$ cat src/rtl/gbpw_pkg.sv
// Shared types and constants for the glyph bitmap pixel writer.
// Depends on nothing; every other file takes names from here by scope.
package gbpw_pkg;

  localparam int BYTE_W      = 8;
  localparam int LANES       = 8;
  localparam int LANE_IDX_W  = $clog2(LANES);
  localparam int OFF_W       = 19;
  localparam int COLOR_W     = 32;
  localparam int COORD_W     = 11;
  localparam int POS_W       = 12;
  localparam int BPR_W       = 6;
  localparam int ROW_W       = 10;
  localparam int CFG_IDX_W   = 4;
  localparam int CFG_DATA_W  = 32;

  localparam logic [ROW_W-1:0] ROW_MAX = 10'd1023;

  // Register map of the configuration port
  typedef enum logic [CFG_IDX_W-1:0] {
    REG_ORIGIN_X      = 4'd0,
    REG_ORIGIN_Y      = 4'd1,
    REG_BYTES_PER_ROW = 4'd2,
    REG_INK_COLOR     = 4'd3
  } cfg_reg_e;

  typedef struct packed {
    logic [COORD_W-1:0] origin_x;
    logic [COORD_W-1:0] origin_y;
    logic [BPR_W-1:0]   bytes_per_row;
    logic [COLOR_W-1:0] ink_color;
  } cfg_t;

  // One lane's finding for one bitmap bit
  typedef struct packed {
    logic             visible;
    logic [OFF_W-1:0] offset;
  } lane_t;

endpackage

$ cat src/rtl/gbpw_if.sv
// Channel interfaces: bitmap byte input, pixel write output, register write.
// Depends on gbpw_pkg for field widths.
interface gbpw_in_if;
  logic                       valid;
  logic                       ready;
  logic [gbpw_pkg::BYTE_W-1:0] glyph_byte;
  logic                       last_byte;
  modport source (output valid, output glyph_byte, output last_byte, input ready);
  modport sink   (input valid, input glyph_byte, input last_byte, output ready);
endinterface

interface gbpw_out_if;
  logic                         valid;
  logic                         ready;
  logic [gbpw_pkg::OFF_W-1:0]   pixel_offset;
  logic [gbpw_pkg::COLOR_W-1:0] pixel_color;
  logic                         last_write;
  modport source (output valid, output pixel_offset, output pixel_color,
                  output last_write, input ready);
  modport sink   (input valid, input pixel_offset, input pixel_color,
                  input last_write, output ready);
endinterface

interface gbpw_cfg_if;
  logic                            valid;
  logic                            ready;
  logic [gbpw_pkg::CFG_IDX_W-1:0]  index;
  logic [gbpw_pkg::CFG_DATA_W-1:0] data;
  modport source (output valid, output index, output data, input ready);
  modport sink   (input valid, input index, input data, output ready);
endinterface

$ cat src/rtl/gbpw_cfg_regs.sv
// Configuration register file: origin, bytes per row, ink color.
// Depends on gbpw_pkg and the gbpw_cfg_if interface.
module gbpw_cfg_regs (
  input  logic            clk_i,
  input  logic            rst_ni,
  gbpw_cfg_if.sink        cfg_i,
  output gbpw_pkg::cfg_t  cfg_o
);

  gbpw_pkg::cfg_t cfg_q, cfg_d;

  // Always take a write beat
  assign cfg_i.ready = 1'b1;

  // Decode the register index; unknown indexes are dropped
  always_comb begin
    cfg_d = cfg_q;
    if (cfg_i.valid) begin
      case (cfg_i.index)
        gbpw_pkg::REG_ORIGIN_X:      cfg_d.origin_x      = cfg_i.data[gbpw_pkg::COORD_W-1:0];
        gbpw_pkg::REG_ORIGIN_Y:      cfg_d.origin_y      = cfg_i.data[gbpw_pkg::COORD_W-1:0];
        gbpw_pkg::REG_BYTES_PER_ROW: cfg_d.bytes_per_row = cfg_i.data[gbpw_pkg::BPR_W-1:0];
        gbpw_pkg::REG_INK_COLOR:     cfg_d.ink_color     = cfg_i.data[gbpw_pkg::COLOR_W-1:0];
        default: ;
      endcase
    end
  end

  always_ff @(posedge clk_i or negedge rst_ni) begin
    if (!rst_ni) begin
      cfg_q.origin_x      <= '0;
      cfg_q.origin_y      <= '0;
      cfg_q.bytes_per_row <= 6'd1;
      cfg_q.ink_color     <= '0;
    end else begin
      cfg_q <= cfg_d;
    end
  end

  assign cfg_o = cfg_q;

endmodule

$ cat src/rtl/gbpw_lane.sv
// One pixel lane: screen column, clipping test and linear offset for one bit.
// Depends on gbpw_pkg.
module gbpw_lane #(
  parameter int SCREEN_WIDTH  = 800,
  parameter int SCREEN_HEIGHT = 480,
  parameter int LANE          = 0,
  parameter int BASE_W        = 24
) (
  input  logic                              pixel_bit_i,
  input  logic signed [gbpw_pkg::POS_W-1:0] y_i,
  input  logic signed [gbpw_pkg::POS_W-1:0] xbase_i,
  input  logic [BASE_W-1:0]                 row_base_i,
  output gbpw_pkg::lane_t                   lane_o
);

  localparam int CMP_W = gbpw_pkg::POS_W + 2;

  logic signed [gbpw_pkg::POS_W-1:0] x;
  logic [CMP_W-1:0]                  x_u, y_u;
  logic [BASE_W-1:0]                 sum;

  // Column of this lane, leftmost lane first
  assign x = xbase_i + $signed(gbpw_pkg::POS_W'(LANE));

  assign x_u = CMP_W'(x[gbpw_pkg::POS_W-2:0]);
  assign y_u = CMP_W'(y_i[gbpw_pkg::POS_W-2:0]);

  // Drop pixels left, above, right of or below the screen
  assign lane_o.visible = pixel_bit_i
                        && !x[gbpw_pkg::POS_W-1] && !y_i[gbpw_pkg::POS_W-1]
                        && (x_u < CMP_W'(SCREEN_WIDTH))
                        && (y_u < CMP_W'(SCREEN_HEIGHT));

  assign sum = row_base_i + BASE_W'(x[gbpw_pkg::POS_W-2:0]);
  assign lane_o.offset = sum[gbpw_pkg::OFF_W-1:0];

endmodule

$ cat src/rtl/gbpw_merge.sv
// Merge stage: holds the lane results of one byte and emits the visible
// pixels left to right through an output register, one beat per cycle
// while out_o is ready. Depends on gbpw_pkg and gbpw_out_if.
module gbpw_merge (
  input  logic                         clk_i,
  input  logic                         rst_ni,
  input  logic                         load_i,
  input  gbpw_pkg::lane_t              lanes_i [gbpw_pkg::LANES],
  input  logic [gbpw_pkg::COLOR_W-1:0] color_i,
  output logic                         free_o,
  gbpw_out_if.source                   out_o
);

  logic [gbpw_pkg::LANES-1:0]      mask_q, mask_d, rest;
  logic [gbpw_pkg::OFF_W-1:0]      off_q [gbpw_pkg::LANES];
  logic [gbpw_pkg::LANE_IDX_W-1:0] sel;
  logic                            found;
  logic                            emit;
  logic                            out_v_q, out_v_d;
  logic [gbpw_pkg::OFF_W-1:0]      out_off_q;
  logic [gbpw_pkg::COLOR_W-1:0]    out_color_q;
  logic                            out_last_q;

  // Pick the leftmost pending pixel
  always_comb begin
    sel   = '0;
    found = 1'b0;
    for (int k = 0; k < gbpw_pkg::LANES; k++) begin
      if (!found && mask_q[k]) begin
        sel   = gbpw_pkg::LANE_IDX_W'(k);
        found = 1'b1;
      end
    end
  end

  always_comb begin
    rest      = mask_q;
    rest[sel] = 1'b0;
  end

  // Emit when something is pending and the output register can take it
  assign emit   = found && (!out_v_q || out_o.ready);
  assign free_o = !found || (emit && (rest == '0));

  always_comb begin
    mask_d = mask_q;
    if (load_i) begin
      for (int k = 0; k < gbpw_pkg::LANES; k++) begin
        mask_d[k] = lanes_i[k].visible;
      end
    end else if (emit) begin
      mask_d = rest;
    end
  end

  assign out_v_d = emit ? 1'b1 : (out_o.ready ? 1'b0 : out_v_q);

  always_ff @(posedge clk_i or negedge rst_ni) begin
    if (!rst_ni) begin
      mask_q  <= '0;
      out_v_q <= 1'b0;
    end else begin
      mask_q  <= mask_d;
      out_v_q <= out_v_d;
    end
  end

  // Capture lane offsets and the output beat payload
  always_ff @(posedge clk_i) begin
    if (load_i) begin
      for (int k = 0; k < gbpw_pkg::LANES; k++) begin
        off_q[k] <= lanes_i[k].offset;
      end
    end
    if (emit) begin
      out_off_q   <= off_q[sel];
      out_color_q <= color_i;
      out_last_q  <= (rest == '0);
    end
  end

  assign out_o.valid        = out_v_q;
  assign out_o.pixel_offset = out_off_q;
  assign out_o.pixel_color  = out_color_q;
  assign out_o.last_write   = out_last_q;

endmodule

$ cat src/rtl/glyph_bitmap_pixel_writer.sv
// Top level of the glyph bitmap pixel writer: position tracking, eight
// pixel lanes and the merge stage. Depends on gbpw_pkg, gbpw_if,
// gbpw_cfg_regs, gbpw_lane and gbpw_merge.
//
//   port    dir  beat carries
//   in_i    in   glyph_byte, last_byte (one bitmap byte)
//   out_o   out  pixel_offset, pixel_color, last_write (one framebuffer write)
//   cfg_i   in   index, data (one register write)
//
// The merge stage drives one pixel write per cycle onto out_o while out_o is
// ready, one for each visible set bit of a byte (at most 8).
// A byte passes the stage register, the merge mask and the output register.
// Reset clears position, pipeline valids, origin and ink; bytes per row is 1.
// A stalled out_o holds its beat; in_i keeps taking bytes until the
// stage register in front of the merge stage is full.
module glyph_bitmap_pixel_writer #(
  parameter int SCREEN_WIDTH      = 800,
  parameter int SCREEN_HEIGHT     = 480,
  parameter int MAX_BYTES_PER_ROW = 32
) (
  input  logic       clk_i,
  input  logic       rst_ni,
  gbpw_in_if.sink    in_i,
  gbpw_out_if.source out_o,
  gbpw_cfg_if.sink   cfg_i
);

  localparam int COL_W   = (MAX_BYTES_PER_ROW > 1) ? $clog2(MAX_BYTES_PER_ROW) : 1;
  localparam int WW      = $clog2(SCREEN_WIDTH + 1);
  localparam int BASE_W0 = gbpw_pkg::POS_W + WW;
  localparam int BASE_W  = (BASE_W0 > gbpw_pkg::OFF_W) ? BASE_W0 : gbpw_pkg::OFF_W;
  localparam int BPR_EW  = gbpw_pkg::BPR_W + 1;
  localparam logic [BPR_EW-1:0] MAX_BPR = BPR_EW'(MAX_BYTES_PER_ROW);

  gbpw_pkg::cfg_t cfg;

  logic [COL_W-1:0]          col_q, col_d;
  logic [gbpw_pkg::ROW_W-1:0] row_q, row_d;
  logic [BPR_EW-1:0]         bpr_eff;
  logic [7:0]                col_next;
  logic                      accept;

  logic                              s1_v_q, s1_v_d;
  logic [gbpw_pkg::BYTE_W-1:0]       s1_byte_q;
  logic signed [gbpw_pkg::POS_W-1:0] s1_y_q, s1_xbase_q, y_d, xbase_d;
  logic [BASE_W-1:0]                 row_base;
  logic                              merge_free;
  logic                              load;

  gbpw_pkg::lane_t lanes [gbpw_pkg::LANES];

  gbpw_cfg_regs u_cfg (
    .clk_i  (clk_i),
    .rst_ni (rst_ni),
    .cfg_i  (cfg_i),
    .cfg_o  (cfg)
  );

  // Clamp bytes per row to the range 1..MAX_BYTES_PER_ROW
  always_comb begin
    if (cfg.bytes_per_row == '0) begin
      bpr_eff = BPR_EW'(1);
    end else if ({1'b0, cfg.bytes_per_row} > MAX_BPR) begin
      bpr_eff = MAX_BPR;
    end else begin
      bpr_eff = {1'b0, cfg.bytes_per_row};
    end
  end

  assign in_i.ready = !s1_v_q || merge_free;
  assign accept     = in_i.valid && in_i.ready;
  assign load       = s1_v_q && merge_free;

  // Screen row and left column of this byte
  assign y_d     = $signed({cfg.origin_y[gbpw_pkg::COORD_W-1], cfg.origin_y})
                 + $signed({2'b00, row_q});
  assign xbase_d = $signed({cfg.origin_x[gbpw_pkg::COORD_W-1], cfg.origin_x})
                 + $signed(gbpw_pkg::POS_W'({col_q, 3'b000}));

  // Step the position: wrap to the next row, saturate it, reset on last byte
  assign col_next = 8'(col_q) + 8'd1;

  always_comb begin
    col_d = col_q;
    row_d = row_q;
    if (accept) begin
      if (in_i.last_byte) begin
        col_d = '0;
        row_d = '0;
      end else if (col_next >= 8'(bpr_eff)) begin
        col_d = '0;
        if (row_q < gbpw_pkg::ROW_MAX) begin
          row_d = row_q + 1'b1;
        end
      end else begin
        col_d = col_next[COL_W-1:0];
      end
    end
  end

  assign s1_v_d = accept ? 1'b1 : (merge_free ? 1'b0 : s1_v_q);

  always_ff @(posedge clk_i or negedge rst_ni) begin
    if (!rst_ni) begin
      col_q  <= '0;
      row_q  <= '0;
      s1_v_q <= 1'b0;
    end else begin
      col_q  <= col_d;
      row_q  <= row_d;
      s1_v_q <= s1_v_d;
    end
  end

  // Hold the accepted byte and its coordinates for the lanes
  always_ff @(posedge clk_i) begin
    if (accept) begin
      s1_byte_q  <= in_i.glyph_byte;
      s1_y_q     <= y_d;
      s1_xbase_q <= xbase_d;
    end
  end

  // Start of the screen row, shared by all lanes
  assign row_base = BASE_W'(s1_y_q[gbpw_pkg::POS_W-2:0]) * BASE_W'(SCREEN_WIDTH);

  for (genvar k = 0; k < gbpw_pkg::LANES; k++) begin : g_lane
    gbpw_lane #(
      .SCREEN_WIDTH  (SCREEN_WIDTH),
      .SCREEN_HEIGHT (SCREEN_HEIGHT),
      .LANE          (k),
      .BASE_W        (BASE_W)
    ) u_lane (
      .pixel_bit_i (s1_byte_q[gbpw_pkg::BYTE_W-1-k]),
      .y_i         (s1_y_q),
      .xbase_i     (s1_xbase_q),
      .row_base_i  (row_base),
      .lane_o      (lanes[k])
    );
  end

  gbpw_merge u_merge (
    .clk_i   (clk_i),
    .rst_ni  (rst_ni),
    .load_i  (load),
    .lanes_i (lanes),
    .color_i (cfg.ink_color),
    .free_o  (merge_free),
    .out_o   (out_o)
  );

endmodule

$ cat src/flat_wrapper.sv
// flat-port wrapper written by rule: the top's interface ports become plain ports
module glyph_bitmap_pixel_writer_flat 
#(
  parameter int SCREEN_WIDTH      = 800,
  parameter int SCREEN_HEIGHT     = 480,
  parameter int MAX_BYTES_PER_ROW = 32
)
  (clk_i, rst_ni, in_i_valid, in_i_glyph_byte, in_i_last_byte, in_i_ready, out_o_valid, out_o_pixel_offset, out_o_pixel_color, out_o_last_write, out_o_ready, cfg_i_valid, cfg_i_index, cfg_i_data, cfg_i_ready);
  gbpw_in_if in_i_i ();
  gbpw_out_if out_o_i ();
  gbpw_cfg_if cfg_i_i ();
  input  logic clk_i;
  input  logic rst_ni;
  input wire logic [$bits(in_i_i.valid)-1:0] in_i_valid;
  input wire logic [$bits(in_i_i.glyph_byte)-1:0] in_i_glyph_byte;
  input wire logic [$bits(in_i_i.last_byte)-1:0] in_i_last_byte;
  output wire logic [$bits(in_i_i.ready)-1:0] in_i_ready;
  output wire logic [$bits(out_o_i.valid)-1:0] out_o_valid;
  output wire logic [$bits(out_o_i.pixel_offset)-1:0] out_o_pixel_offset;
  output wire logic [$bits(out_o_i.pixel_color)-1:0] out_o_pixel_color;
  output wire logic [$bits(out_o_i.last_write)-1:0] out_o_last_write;
  input wire logic [$bits(out_o_i.ready)-1:0] out_o_ready;
  input wire logic [$bits(cfg_i_i.valid)-1:0] cfg_i_valid;
  input wire logic [$bits(cfg_i_i.index)-1:0] cfg_i_index;
  input wire logic [$bits(cfg_i_i.data)-1:0] cfg_i_data;
  output wire logic [$bits(cfg_i_i.ready)-1:0] cfg_i_ready;
  assign in_i_i.valid = in_i_valid;
  assign in_i_i.glyph_byte = in_i_glyph_byte;
  assign in_i_i.last_byte = in_i_last_byte;
  assign in_i_ready = in_i_i.ready;
  assign out_o_valid = out_o_i.valid;
  assign out_o_pixel_offset = out_o_i.pixel_offset;
  assign out_o_pixel_color = out_o_i.pixel_color;
  assign out_o_last_write = out_o_i.last_write;
  assign out_o_i.ready = out_o_ready;
  assign cfg_i_i.valid = cfg_i_valid;
  assign cfg_i_i.index = cfg_i_index;
  assign cfg_i_i.data = cfg_i_data;
  assign cfg_i_ready = cfg_i_i.ready;
  glyph_bitmap_pixel_writer #(.SCREEN_WIDTH(SCREEN_WIDTH), .SCREEN_HEIGHT(SCREEN_HEIGHT), .MAX_BYTES_PER_ROW(MAX_BYTES_PER_ROW)) u_core (.clk_i(clk_i), .rst_ni(rst_ni), .in_i(in_i_i), .out_o(out_o_i), .cfg_i(cfg_i_i));
endmodule
$ cat config.mk
export PLATFORM = sky130hd
export DESIGN_NAME = glyph_bitmap_pixel_writer_flat
export DESIGN_NICKNAME = d
export VERILOG_FILES = /design/src/rtl/gbpw_pkg.sv /design/src/rtl/gbpw_if.sv /design/src/rtl/gbpw_cfg_regs.sv /design/src/rtl/gbpw_lane.sv /design/src/rtl/gbpw_merge.sv /design/src/rtl/glyph_bitmap_pixel_writer.sv /design/src/flat_wrapper.sv
export SDC_FILE = /design/constraint.sdc
export NUM_CORES = 1
export LEC_CHECK = 0
export BUFFER_PORTS_ARGS = -buffer_cell sky130_fd_sc_hd__clkbuf_2
export CORE_MARGIN = 5
export CORE_UTILIZATION = 43
export CTS_CLUSTER_DIAMETER = 80
export DETAILED_ROUTE_END_ITERATION = 8
export PLACE_DENSITY = 0.64
export SETUP_SLACK_MARGIN = 0.3
export SYNTH_ARGS = -nofsm -noshare
export SYNTH_HDL_FRONTEND = slang
export SYNTH_SLANG_ARGS = --single-unit
$ cat constraint.sdc
create_clock -name clk_i -period 12.65 [get_ports clk_i]
set_input_delay 0.6325 -clock clk_i [delete_from_list [all_inputs] [get_ports clk_i]]
set_output_delay 0.6325 -clock clk_i [all_outputs]
set_load 0.05 [all_outputs]
==> results.json, run 1 <==
{
  "outcome": "completed",
  "numCtsBuffers": 34,
  "required_ns": 12.87,
  "area_growth_pct": 12.3,
  "fin_worst_skew_ns": 0.0198,
  "crit_top_cell": "ha_1",
  "grt-ovfl-total": 0,
  "synthDistinctLibCells": 77,
  "grt_first_pass_wirelength_microns": 63400,
  "grt_use_total_pct": 18.0,
  "fin_setup_tns_ns": 0,
  "first_iter_violations": 908,
  "hold_class": "in -> reg",
  "cpPeakStageDelay_ns": 0.97,
  "portBuffers": 103,
  "hp-start": "in_i_glyph_byte[0]",
  "syn_area_sq_mm": 0.0171,
  "wl_per_cell_microns": 19.2,
  "setup_viol": 0,
  "synth_area_per_cell_sq_um": 11.9,
  "max_freq_mhz": 184,
  "cp-start-kind": "flop",
  "yosys-top-cells-count": "edfxtp_1 (226), nand2_1 (118), ha_1 (112)",
  "ff2ff_path_depth": 11,
  "ys_async_sr_fraction_pct": 27.3,
  "hold_buffers": 1,
  "cts_resized": 0,
  "fp.dieH_microns": 210,
  "final_nets": 1717,
  "timing.final.crit_share_pct": 43.1,
  "crit_type": "reg -> reg",
  "end_kind": "flop",
  "synth_cells": 1445,
  "cp-startpoint": "u_core.s1_y_q[1]",
  "initial_core_util_pct": 43.3,
  "cts_buffer_depth": 3,
  "drv_slew": 0,
  "rows": 73,
  "finalHoldViolations": 0,
  "period_needed_ns": 5.45,
  "wl_met2_microns": 18800,
  "met3_length_microns": 2200,
  "synth_flop_cell": "edfxtp_1",
  "htree_num_levels": 2,
  "crit_path_cell_trace": "ha_1, ha_1, ha_1, ha_1, a211oi_1, o21ai_0, a32oi_1, and4_1, nand4b_1, nand3b_1, xnor2_1",
  "worstMarginPinSlew_ns": 1.26,
  "synth_edf_count": 226,
  "cp.arrival_ns": 5.67,
  "antenna_cells_inserted": 0,
  "r2r_start": "u_core.s1_y_q[1]",
  "root_buffer": "clkbuf_16",
  "cts_num_sinks": 311,
  "dp_hpwl_microns": 28300,
  "critical_path.slowest_cell": "edfxtp_1",
  "ys_warn_count": 0,
  "ys_ff_latch": 311,
  "drt-vias-per-instance": 5.43,
  "yosysTopAreaCell": "edfxtp_1",
  "cp_max_fo": 18,
  "synth.most_common_cell": "edfxtp_1",
  "whs_path_depth": 1,
  "gp_congestion": 0.904,
  "core_sq_mm": 0.0395,
  "drc": 0,
  "wl_met1_microns": 18100,
  "drive_gt1_share_pct": 15.7,
  "routed_wl_microns": 40100,
  "clk_pin_slew_ns": 0.06,
  "clk_latency_ns": 0.53,
  "nFillCells": 3517,
  "synth.top_cell.area_share_pct": 39.6,
  "grt_pass1_vias": 11400,
  "dieArea_sq_mm": 0.0439,
  "antenna_found_initial": 0,
  "rsz0062_at_grt": "false",
  "ys_seq_area_share_pct": 52.0,
  "num_vias": 11300,
  "cts_setup_buffers": 0,
  "antenna_left": 0,
  "syn_nets": 1623,
  "slew_headroom_pct": 15.7,
  "maxCapViolations": 0,
  "yosys-top-cells-area": "edfxtp_1 (40%), dfrtp_1 (12%), ha_1 (8.2%), xnor2_1 (5.0%), xor2_1 (4.2%)",
  "cts_tree": "done",
  "drtPass1Iterations": 7,
  "grt_start_max_net_pins": 82,
  "fin_area_sq_mm": 0.0192,
  "placed_cell_area_sq_mm": 0.0182,
  "ios": 105,
  "dr.max_layer_used": "met4",
  "fp.dieW_microns": 210
}
[cell usage in the layout (no fill, tap or decap), types with 18 or more instances in the layout]
cell type  netlist  layout
nand3_1         41      41
dfrtp_1         84      84
clkbuf_16        0      34
clkbuf_2         0     102
xnor2_1         97      96
a22oi_1         19      19
edfxtp_1       226     226
xor2_1          83      83
ha_1           112     112
mux2_2          59      59
a221o_1         21      21
a21o_1          26      26
nand2_1        118     118
nor2_1         101      99
inv_1           75      75
o21bai_1        18      18
a21oi_1         63      62
o21ai_0         40      40
[layer usage]
| layer | vias to the layer above | GRT usage [%] |
|---|---|---|
| li1 | 5463 | - |
| met1 | 5515 | 24.9 |
| met2 | 292 | 29.1 |
| met3 | 68 | 3.32 |
| met4 | 0 | 5.36 |
| met5 | - | 0 |
[critical path, delay by kind of cell (launching register included)]
kind	cells	cell delay, ns
simple gates	3	1.32
fa+ha+maj	4	1.31
xor+xnor	1	0.16
compound gates	3	1.37
flops	1	0.97
[registers in the layout, summed over array words and instances, names as in the netlist]
| name | count |
|---|---|
| u_core.col_q | 5 |
| u_core.u_cfg.cfg_o | 60 |
| u_core.s1_byte_q | 8 |
| u_core.s1_y_q | 12 |
| u_core.u_merge.out_o.valid | 1 |
| u_core.s1_xbase_q | 12 |
| u_core.u_merge.out_o.pixel_offset | 19 |
| u_core.u_merge.out_o.last_write | 1 |
| u_core.row_q | 10 |
| u_core.s1_v_q | 1 |
| u_core.u_merge.off_q | 142 |
| u_core.u_merge.out_o.pixel_color | 32 |
| u_core.u_merge.mask_q | 8 |
[layout make-up]
type	instances	area, sq um	area share, %
Sequential cell	311	8910	46.3
Multi-Input combinational cell	1000	7740	40.2
Clock buffer	46	906	4.71
Tap cell	525	657	3.41
Timing Repair Buffer	116	618	3.21
Inverter	76	285	1.48
Clock inverter	14	115	0.598
[path summary, 6_finish.rpt]
kind	end	slack (ns)
min in group asynchronous	u_core.u_cfg.cfg_o[13]	0.47
max	u_core.u_merge.off_q[2][18]	7.20
max reg2reg	u_core.u_merge.off_q[2][18]	7.20
max in group asynchronous	u_core.u_merge.mask_q[0]	10.96
min	u_core.s1_byte_q[0]	0.33
min reg2reg	u_core.u_merge.out_o.pixel_color[6]	0.44
[kinds of logic after synthesis]
family | after synthesis | synth area share (%)
AOI/OAI and AO/OA | 250 | 10.6
xor gates and xnor gates | 182 | 9.39
adders and majority gates | 131 | 10.2
buffers and inverters | 134 | 3.05
DFF | 311 | 52.0
muxes | 66 | 4.29
other | 1 | 0.0219
and+or+nand+nor | 370 | 10.4
[stage by stage]
step,hold slack (ns),cells,util (%),worst slack (ns)
finish,0.327,2088,48.6,7.20
global route,0.303,2088,48.6,6.83
CTS,0.302,2088,48.6,7.27
detailed placement,0.427,2027,46.0,7.34
global placement,0.424,2027,46.0,7.51
floorplan,0.337,1445,-,6.35
Power of run 1 is left out: the tool's default activity adds up to more than one toggle a clock period on the data nets, which glitch-free logic cannot reach.
==> run 2, diff against run 1 <==
--- a/config.mk
+++ b/config.mk
@@ -10,7 +10,7 @@
 export CORE_UTILIZATION = 43
 export CTS_CLUSTER_DIAMETER = 80
 export DETAILED_ROUTE_END_ITERATION = 8
-export PLACE_DENSITY = 0.64
+export PLACE_DENSITY = 0.66
 export SETUP_SLACK_MARGIN = 0.3
 export SYNTH_ARGS = -nofsm -noshare
 export SYNTH_HDL_FRONTEND = slang
==> constraint.sdc (replaced) <==
create_clock -name clk_i -period 4.9 [get_ports clk_i]
set_input_delay 0.245 -clock clk_i [delete_from_list [all_inputs] [get_ports clk_i]]
set_output_delay 0.245 -clock clk_i [all_outputs]
set_load 0.05 [all_outputs]
==> results.json, run 2 (synthesis gave the netlist of run 1 again) <==
{
  "gp_congestion": 0.969,
  "rsz0062_at_grt": "false",
  "cts_tree": "done",
  "num_vias": 11800,
  "maxCapViolations": 0,
  "antenna_found_initial": 0,
  "dieArea_sq_mm": 0.0439,
  "drive_gt1_share_pct": 17.0,
  "grt_first_pass_wirelength_microns": 66500,
  "antenna_cells_inserted": 0,
  "fp.dieW_microns": 210,
  "wl_per_cell_microns": 19.6,
  "cts_setup_buffers": 0,
  "htree_num_levels": 2,
  "clk_latency_ns": 0.55,
  "drc": 0,
  "worstMarginPinSlew_ns": 1.13,
  "regMostFlops": "u_core.u_merge.off_q",
  "cts_buffer_depth": 3,
  "slew_headroom_pct": 24.7,
  "cts_num_sinks": 311,
  "nFillCells": 3436,
  "timing.final.crit_share_pct": 83.2,
  "routed_wl_microns": 42000,
  "portBuffers": 103,
  "placed_cells": 2046,
  "crit_type": "reg -> reg",
  "period_needed_ns": 4.08,
  "required_ns": 5.15,
  "cp.arrival_ns": 4.33,
  "cp_max_fo": 16,
  "antenna_left": 0,
  "final_cell_mix": "edfxtp_1 (226), nand2_1 (118), ha_1 (112)",
  "grt-ovfl-total": 0,
  "final_common_cell": "edfxtp_1",
  "fin_hold_ws_ns": 0.0313,
  "fp.dieH_microns": 210,
  "fin_setup_tns_ns": 0,
  "final_cells": 2146,
  "max_freq_mhz": 245,
  "grt_use_total_pct": 19.0,
  "rows": 73,
  "numCtsBuffers": 36,
  "drv_slew": 0,
  "largest_reg_flops": 142,
  "core_sq_mm": 0.0395,
  "root_buffer": "clkbuf_16",
  "dp_hpwl_microns": 29900,
  "initial_core_util_pct": 43.3,
  "end_kind": "flop",
  "setup_viol": 0,
  "clk_pin_slew_ns": 0.06,
  "first_iter_violations": 1075,
  "fin_worst_skew_ns": 0.0204,
  "drtPass1Iterations": 6,
  "cp-start-kind": "flop",
  "cts_resized": 0,
  "hold_class": "in -> reg",
  "grt_start_max_net_pins": 94,
  "ios": 105,
  "placed_cell_area_sq_mm": 0.0184,
  "fin_area_sq_mm": 0.0199,
  "final_nets": 1771,
  "finalHoldViolations": 0,
  "grt_pass1_vias": 11900,
  "area_growth_pct": 16.4,
  "reg2reg_slack_ns": 0.82,
  "outcome": "completed",
  "drt-vias-per-instance": 5.49
}
## run 2: cell type report
class                   count  area [sq um]  area share, %
flip-flops and latches    311          8920           44.7
clock inverters            14           138          0.690
clock buffers              52          1030           5.19
multi-input cells        1000          7790           39.1
inverters                  76           285           1.43
well taps                 525           657           3.29
repair buffers            168          1120           5.60
## run 2: stage by stage
stage / util [%] / setup slack [ns]
after floorplan: - / -1.12
after global placement: 46.6 / 0.882
after detailed placement: 46.6 / 0.820
after CTS: 50.4 / 0.799
after global routing: 50.4 / 0.541
final: 50.4 / 0.823
## run 2: critical path, cell delays in order (launching register included)
cell      delay [ns]
edfxtp_1        0.59
ha_1            0.37
ha_1            0.32
fa_1            0.47
ha_1            0.26
a211oi_1        0.30
o21ai_0         0.14
a32oi_1         0.21
buf_4           0.24
and4_1          0.22
nand4b_1        0.10
buf_4           0.20
nand3b_1        0.20
xnor2_1         0.16
## run 2: final timing paths
path | cells after the start | end | startpoint
worst max-delay path | 13 | u_core.u_merge.off_q[3][18] | u_core.s1_y_q[2]
worst min-delay path | 2 | u_core.u_cfg.cfg_o[9] | cfg_i_data[9]
worst max register to register | 13 | u_core.u_merge.off_q[3][18] | u_core.s1_y_q[2]
worst min register to register | 0 | u_core.u_merge.out_o.pixel_color[23] | u_core.u_cfg.cfg_o[23]
max in group asynchronous | 3 | u_core.u_cfg.cfg_o[8] | rst_ni
min in group asynchronous | 2 | u_core.u_cfg.cfg_o[15] | rst_ni
## run 2: routing by layer
| metal | track usage [%] | wire [microns] |
|---|---|---|
| met5 | 0 | 0 |
| met4 | 4.75 | 755 |
| met1 | 25.9 | 18200 |
| met2 | 31.3 | 19900 |
| met3 | 3.86 | 3070 |
## run 2: timing repair
item / CTS / global route
endpoints found under the hold margin: 47 / 0
endpoints found under the setup margin: 0 / 0
hold buffers: 34 / 0
Power of run 2 is left out for the same reason.
==> run 3, diff against run 2 <==
==> constraint.sdc (replaced) <==
create_clock -name clk_i -period 3.4 [get_ports clk_i]
set_input_delay 0.17 -clock clk_i [delete_from_list [all_inputs] [get_ports clk_i]]
set_output_delay 0.17 -clock clk_i [all_outputs]
set_load 0.05 [all_outputs]
==> results.json, run 3 (synthesis gave the netlist of run 1 again) <==
{
  "grt_pass1_vias": 12700,
  "fin_setup_tns_ns": 0,
  "required_ns": 3.69,
  "final_cell_mix": "edfxtp_1 (226), buf_4 (146), clkbuf_2 (102)",
  "setup_viol": 0,
  "final_common_cell": "edfxtp_1",
  "dp_hpwl_microns": 30600,
  "finalHoldViolations": 0,
  "cts_buffer_depth": 3,
  "critical_path.slowest_cell": "fa_1",
  "area_growth_pct": 32.8,
  "end_kind": "flop",
  "dieArea_sq_mm": 0.0439,
  "fin_worst_skew_ns": 0.0242,
  "placed_cell_area_sq_mm": 0.0198,
  "period_needed_ns": 3.36,
  "first_iter_violations": 879,
  "drt-vias-per-instance": 5.40,
  "regMostFlops": "u_core.u_merge.off_q",
  "antenna_found_initial": 0,
  "fp.dieW_microns": 210,
  "critical_path_buf_inv_count": 2,
  "grt-ovfl-total": 0,
  "timing.final.crit_share_pct": 98.8,
  "hold_class": "in -> reg",
  "cp-start-kind": "flop",
  "fin_area_sq_mm": 0.0228,
  "rsz0062_at_grt": "true",
  "htree_num_levels": 2,
  "fp.dieH_microns": 210,
  "drv_slew": 0,
  "drc": 0,
  "place_ws_ns": -0.237,
  "cts_num_sinks": 311,
  "cpPeakStageDelay_ns": 0.53,
  "max_freq_mhz": 298,
  "worstMarginPinSlew_ns": 1.11,
  "cts_tree": "done",
  "crit_path_cell_trace": "ha_1, ha_4, fa_1, ha_4, nand2b_4, a21oi_4, xor2_4, and4_1, nand4b_1, buf_6, buf_8, nor2_4, xor2_1",
  "antenna_left": 0,
  "initial_core_util_pct": 43.3,
  "largest_reg_flops": 142,
  "rows": 73,
  "cp_top_family": "adder cells",
  "clk_latency_ns": 0.55,
  "cp_max_fo": 6,
  "fin_ws_ns": 0.0407,
  "crit_top_cell": "ha_4",
  "antenna_cells_inserted": 0,
  "nFillCells": 3126,
  "slew_headroom_pct": 26.2,
  "fin_hold_ws_ns": 0.0885,
  "core_sq_mm": 0.0395,
  "routed_wl_microns": 43800,
  "numCtsBuffers": 35,
  "wl_per_cell_microns": 19.1,
  "final_nets": 1929,
  "root_buffer": "clkbuf_16",
  "grt_first_pass_wirelength_microns": 69400,
  "reg2reg_slack_ns": 0.04,
  "portBuffers": 103,
  "grt_use_total_pct": 19.8,
  "gp_congestion": 0.935,
  "outcome": "completed",
  "drtPass1Iterations": 5,
  "ios": 105,
  "num_vias": 12400,
  "grt_start_max_net_pins": 80,
  "clk_pin_slew_ns": 0.06,
  "cp.arrival_ns": 3.65,
  "maxCapViolations": 0,
  "crit_type": "reg -> reg",
  "drive_gt1_share_pct": 34.8
}
[run 3: cell count changes in the layout (fill, tap and decap cells not counted), moves of 22 or more]
cell | previous run | this run
buf_4 | 30 | 146
nor2_1 | 99 | 58
nand2_1 | 118 | 85
a21oi_1 | 62 | 32
ha_1 | 112 | 82
nor2_4 | 0 | 27
ha_4 | 0 | 22
[run 3: timing repair]
action	4_1_cts	5_1_grt
setup buffers	30	22
hold buffers	42	0
pin swaps	49	49
endpoints found under the setup margin	65	75
gates resized for setup	101	83
gates cloned	0	0
endpoints found under the hold margin	112	0
[run 3: final timing paths]
path | from | to | cells after the start
min reg2reg | u_core.u_cfg.cfg_o[30] | u_core.u_merge.out_o.pixel_color[30] | 0
min in group asynchronous | rst_ni | u_core.row_q[6] | 2
min | cfg_i_index[0] | u_core.u_cfg.cfg_o[37] | 3
max | u_core.s1_y_q[2] | u_core.u_merge.off_q[0][18] | 13
max in group asynchronous | rst_ni | u_core.u_merge.out_o.valid | 3
max reg2reg | u_core.s1_y_q[2] | u_core.u_merge.off_q[0][18] | 13
[run 3: area by class of cell]
class,instances,area [sq um],share of cell area (%)
clock buffers,41,930,4.08
clock inverters,21,275,1.21
inverters,76,295,1.30
multi-input cells,1000,9050,39.8
flip-flops and latches,311,8920,39.2
well taps,525,657,2.89
repair buffers,327,2640,11.6
[run 3: per-stage QoR]
step / util, % / std cells
after floorplan: - / 1445
after global placement: 50.2 / 2145
final: 57.6 / 2301
after global routing: 57.6 / 2301
after CTS: 56.0 / 2279
after detailed placement: 50.2 / 2145
[run 3: layer usage]
layer | global-route usage, % | part of all wire, % | vias to the layer above
met5 | 0 | 0 | -
met4 | 5.47 | 2.7 | 0
met3 | 3.69 | 5.4 | 69
met2 | 33.0 | 48 | 336
met1 | 26.6 | 43 | 6129
li1 | - | - | 5883
[run 3: worst reg2reg max path, stage by stage (launching register included)]
cell and delay, ns:
edfxtp_1 0.42, ha_1 0.35, ha_4 0.23, fa_1 0.53, ha_4 0.34, nand2b_4 0.08
a21oi_4 0.17, xor2_4 0.17, and4_1 0.23, nand4b_1 0.12, buf_6 0.16, buf_8 0.15
nor2_4 0.09, xor2_1 0.07
Power of run 3 is left out for the same reason.
